==> src/sv/trc_pkg.sv <==
// Shared types and constants of the reachability block.
// No dependencies; every other file uses it by scoped names.
package trc_pkg;

    localparam int NODES_DEF = 32;
    localparam int VTX_W     = 5;
    localparam int COUNT_W   = 11;
    localparam logic [COUNT_W-1:0] COUNT_MAX = '1;

    localparam logic [1:0] CMD_INSERT  = 2'd0;
    localparam logic [1:0] CMD_CLOSURE = 2'd1;
    localparam logic [1:0] CMD_QUERY   = 2'd2;
    localparam logic [1:0] CMD_UNUSED  = 2'd3;

    localparam logic [1:0] MODE_IGNORE   = 2'd0;
    localparam logic [1:0] MODE_DIRECTED = 2'd1;
    localparam logic [1:0] MODE_BOTH     = 2'd2;
    localparam logic [1:0] MODE_UNUSED   = 2'd3;

    typedef enum logic [1:0] {
        ST_IDLE,
        ST_COPY,
        ST_SWEEP
    } t_state;

    // Per-cycle control broadcast to every cell of the chain.
    typedef struct packed {
        logic insert;  // set the forward edge in the source row
        logic both;    // also set the reverse edge in the destination row
        logic copy;    // load closure row from adjacency row plus self-loop
        logic sweep;   // rotate closure rows one cell and apply the pivot
    } t_cell_ctl;

endpackage

==> src/sv/trc_cell.sv <==
// One cell of the chain: holds one adjacency row and one closure row.
// Depends on trc_pkg (t_cell_ctl).
module trc_cell #(
    parameter int NODES = trc_pkg::NODES_DEF,
    parameter int IDX   = 0
) (
    input  logic                i_clk,
    input  logic                i_rst_n,
    input  trc_pkg::t_cell_ctl  i_ctl,
    input  logic [NODES-1:0]    i_src_oh,
    input  logic [NODES-1:0]    i_dst_oh,
    input  logic [NODES-1:0]    i_piv_row,
    input  logic [NODES-1:0]    i_piv_mask,
    input  logic [NODES-1:0]    i_next_row,
    output logic [NODES-1:0]    o_row,
    output logic                o_fwd,
    output logic                o_bwd,
    output logic                o_new
);
    localparam logic [NODES-1:0] SelfOh = {{(NODES-1){1'b0}}, 1'b1} << IDX;

    logic [NODES-1:0] r_adj, n_adj;
    logic [NODES-1:0] r_clo, n_clo;
    logic             sel_src, sel_dst;

    assign sel_src = i_src_oh[IDX];
    assign sel_dst = i_dst_oh[IDX];

    always_comb begin
        n_adj = r_adj;
        if (i_ctl.insert && sel_src) begin
            n_adj = n_adj | i_dst_oh;
        end
        if (i_ctl.insert && i_ctl.both && sel_dst) begin
            n_adj = n_adj | i_src_oh;
        end
        n_clo = r_clo;
        if (i_ctl.copy) begin
            n_clo = r_adj | SelfOh;
        end else if (i_ctl.sweep) begin
            // take the neighbor's row; merge the pivot row if it reaches the pivot
            n_clo = i_next_row | ((|(i_next_row & i_piv_mask)) ? i_piv_row : '0);
        end
    end

    always_ff @(posedge i_clk) begin
        if (!i_rst_n) begin
            r_adj <= '0;
            r_clo <= '0;
        end else begin
            r_adj <= n_adj;
            r_clo <= n_clo;
        end
    end

    assign o_row = r_clo;
    assign o_fwd = sel_src & (|(r_clo & i_dst_oh));
    assign o_bwd = sel_dst & (|(r_clo & i_src_oh));
    assign o_new = sel_src & ~(|(r_adj & i_dst_oh));
endmodule

==> config.mk <==
export PLATFORM = sky130hd
export DESIGN_NAME = trc_cell
export DESIGN_NICKNAME = d
export VERILOG_FILES = /design/src/sv/trc_pkg.sv /design/src/sv/trc_cell.sv
export SDC_FILE = /design/constraint.sdc
export NUM_CORES = 1
export LEC_CHECK = 0
export BUFFER_PORTS_ARGS = -buffer_cell sky130_fd_sc_hd__buf_2
export CORE_ASPECT_RATIO = 0.9
export CORE_MARGIN = 2
export CORE_UTILIZATION = 49
export CTS_CLUSTER_SIZE = 20
export DETAILED_ROUTE_END_ITERATION = 10
export PLACE_DENSITY = 0.92
export SYNTH_ARGS = -nofsm -noshare
export SYNTH_HDL_FRONTEND = slang
export SYNTH_SLANG_ARGS = --single-unit
==> constraint.sdc <==
create_clock -name i_clk -period 2.35 [get_ports i_clk]
set_input_delay 0.1175 -clock i_clk [delete_from_list [all_inputs] [get_ports i_clk]]
set_output_delay 0.1175 -clock i_clk [all_outputs]
set_load 0.02 [all_outputs]
==> impl_results.md <==
- Pins Over Slew Limit: 0
- Max Cap Violations: 0
- Die Ht: around 88 µm
- Synth Area in XOR/XNOR: 0%
- Async SR Flop Fraction: 0%
- Pwr/cell area: 621.9 mW/mm²
- Synth-to-Final Area Change: 32.45%
- Area fraction in compound gates after synthesis: 33.69%
- Critical-path cell list: a22o_1 > a221oi_1 > nand4_1 > nor3_1 > buf_2
- Count leader, synth: dfxtp_1
- First-pass GRT wire length: roughly 25000 µm
- Clk sinks: between 60 and 70
- Maximum VDD drop: 0.2908 mV
- Crit. End Element: output port
- Post-layout power: 3151 µW
- Synth area leader: dfxtp_1
- Synth Flop Type: dfxtp_1
- Worst EP arrival: 1960 ps
- Post-CTS Hold Buffers: 0
- Core Rows: 30
- R2r worst-path depth: 4
- Die W: 97.13 µm
- Syn_area_per_cell: 8.773 µm²
- Detail Placement HPWL: approximately 13000 µm
- CP Buf/Inv Count: 1
- Hold Violations, Final: 0
- Synthesized instance count: 436
- Htree depth: 3
- Io pins: between 200 and 250
- Ratio of cells with drive above 1 in the final layout: 38.00%
- Required time of the worst setup path: about 2200 ps
- Max Clock Freq: between 400 and 500 MHz
- Final setup vio count: 0
- Synthesized flop and latch total: 64
- DRC viols: 0
- Top-area cell type share of the netlist area: 33.50%
- Critical path depth: 5
- Router iterations before antenna repair: 5
- Worst hold path depth: 3
- Post-route cell area: just over 0.005 mm²
- Initial antenna violation count: 0
- Placer Congestion: roughly 1.0
- Status: completed
- CTS Buffer Depth: 2
- Minimum clock period: 2074 ps
- Routed wire length: 16360 µm
- Largest family of logic cells by synthesized area: compound AO/OA/AOI/OAI gates
- Slowest CP cell: dfxtp_1
- Clk_lat worst skew: ~340 ps
- Fin nets: 790
- Synth warnings: 0
- Fill count: 636
- Max-slew headroom: 18.28%
- RSZ-0062 raised after global routing: no
- Ranking of synthesized cells by area: dfxtp_1 33%, a221oi_1 10%, mux2i_1 8.1%
- Resize count post-CTS: 0
- Detailed-route via count: 4785
- Mux contribution to synthesized area: 8.407%
- Synthesized area: 0.003825 mm²
- Clock skew: 5.554 ps
- Postcts setup bufs: 0
- Startpoint Class: flip-flop
- Port bufs: 200
- Crit path kind: flip-flop to output port
- CTS tree: built
- Antenna cell count: 0
- Vias in the first global route: 4686
- Fin Setup TNS: 0 ps
- Slew @ Worst Pin: around 1200 ps
- Starting Density: 50.70%
- LEAKAGE: roughly 0.0023 µW
- Worst path max stage delay: around 340 ps
- Total GRT Usage: 38.24%
- CP Max Fanout: 3
- Synth cell count leaders: 64 x dfxtp_1, 44 x a221oi_1
- Largest net degree at the start of global routing: 44
- Clock-pin transition on the worst setup and hold timing paths: roughly 70 ps
- Synth Net Count: 602
- Die area: 0.008529 mm²
- DR iter-0 viols: 597
- DP Area: between 0.004 and 0.005 mm²
- Synth Area in Simple Gates: 20.48%
- Number of synthesized flops with an enable pin: 0
- Netlist cell types: 32
- Worst min-delay path class: primary input to flip-flop
- Vias per cell: 6.600
- Root buf cell: clkbuf_8
- Fin crit share: 88.26%
- Adder-cell area share of the yosys netlist: 0%
- Grt total ovfl: 0
- Floorplan core area: 0.007545 mm²
- CP delay by family, top: compound AO/OA/AOI/OAI gates
- Register area share after synthesis: between 30 and 40%
- WL per Instance: 22.57 µm
- Post-route ant nets: 0
- CTS buffer count: 9
## metrics by stage
stage	util [%]	hold WS (ps)	setup slack, ps	std cells
2_1_floorplan	-	275.0	849.4	436
3_3_place_gp	64.51	392.1	611.5	709
3_5_place_dp	64.51	399.6	562.4	709
4_1_cts	67.15	38.47	336.2	725
5_1_grt	67.15	53.56	178.6	725
6_report	67.15	41.25	275.9	725
## sequential cells by signal, summed over array words and instances (netlist names), named ones only
register	flops
r_adj	31
o_row	32
## where the power goes
| group | switching [µW] | leakage (µW) | internal [µW] |
|---|---|---|---|
| clock | 445 | 0.000103 | 546 |
| sequential | 143 | 0.000532 | 1180 |
| combinational | 464 | 0.00167 | 370 |
## worst min-delay path, cell delays in order
cell and delay, ps:
buf_2 100, o211ai_1 70, o21ai_1 60
## cell type report
class | instances | area, µm² | area share (%)
Sequential cell | 64 | 1281 | 25.29
Clock inverter | 3 | 40.04 | 0.7903
Timing Repair Buffer | 209 | 1069 | 21.09
Tap cell | 96 | 120.1 | 2.371
Clock buffer | 13 | 158.9 | 3.137
Multi-Input combinational cell | 339 | 2394 | 47.25
Inverter | 1 | 3.754 | 0.07409
## path summary, 6_finish.rpt
kind            startpoint   endpoint  slack, ps
max reg2reg      o_row[20]  o_row[20]       1320
min reg2reg      flip-flop  flip-flop        510
min          i_piv_row[23]  o_row[23]         40
max              r_adj[13]      o_new        280
## layer usage
layer / routed length, µm / global-route usage [%]
met5: 0 / 0
met4: 603 / 17.16
met3: 2043 / 9.657
met2: 7333 / 59.79
met1: 6382 / 50.54
## placed cells by master, fill, tap and decap left out
master / n
nor3_1: 1
nand3_2: 1
mux2_2: 1
a221oi_2: 2
o41ai_4: 1
and2_1: 1
nand2b_1: 31
clkbuf_8: 11
and3_1: 1
bufinv_16: 1
mux2i_1: 31
o211ai_1: 30
a222oi_1: 1
a22o_1: 15
nand3_1: 32
o2111ai_1: 1
dfxtp_1: 64
o21ai_1: 10
or2_2: 1
nand4_1: 11
o21ai_2: 10
nand2_1: 32
a22oi_1: 32
buf_4: 9
nor4_1: 1
buf_2: 200
clkinv_2: 2
nor2b_1: 32
inv_1: 1
o31a_1: 2
a21oi_1: 1
a221oi_1: 44
clkbuf_1: 2
o21ai_0: 14
## cell families after synthesis
logic type,Yosys count
AO/OA/AOI/OAI,163
buffers and inverters,33
flip-flops,64
multiplexers,32
AND/OR/NAND/NOR,144
Power figures use the tool's default switching activity.
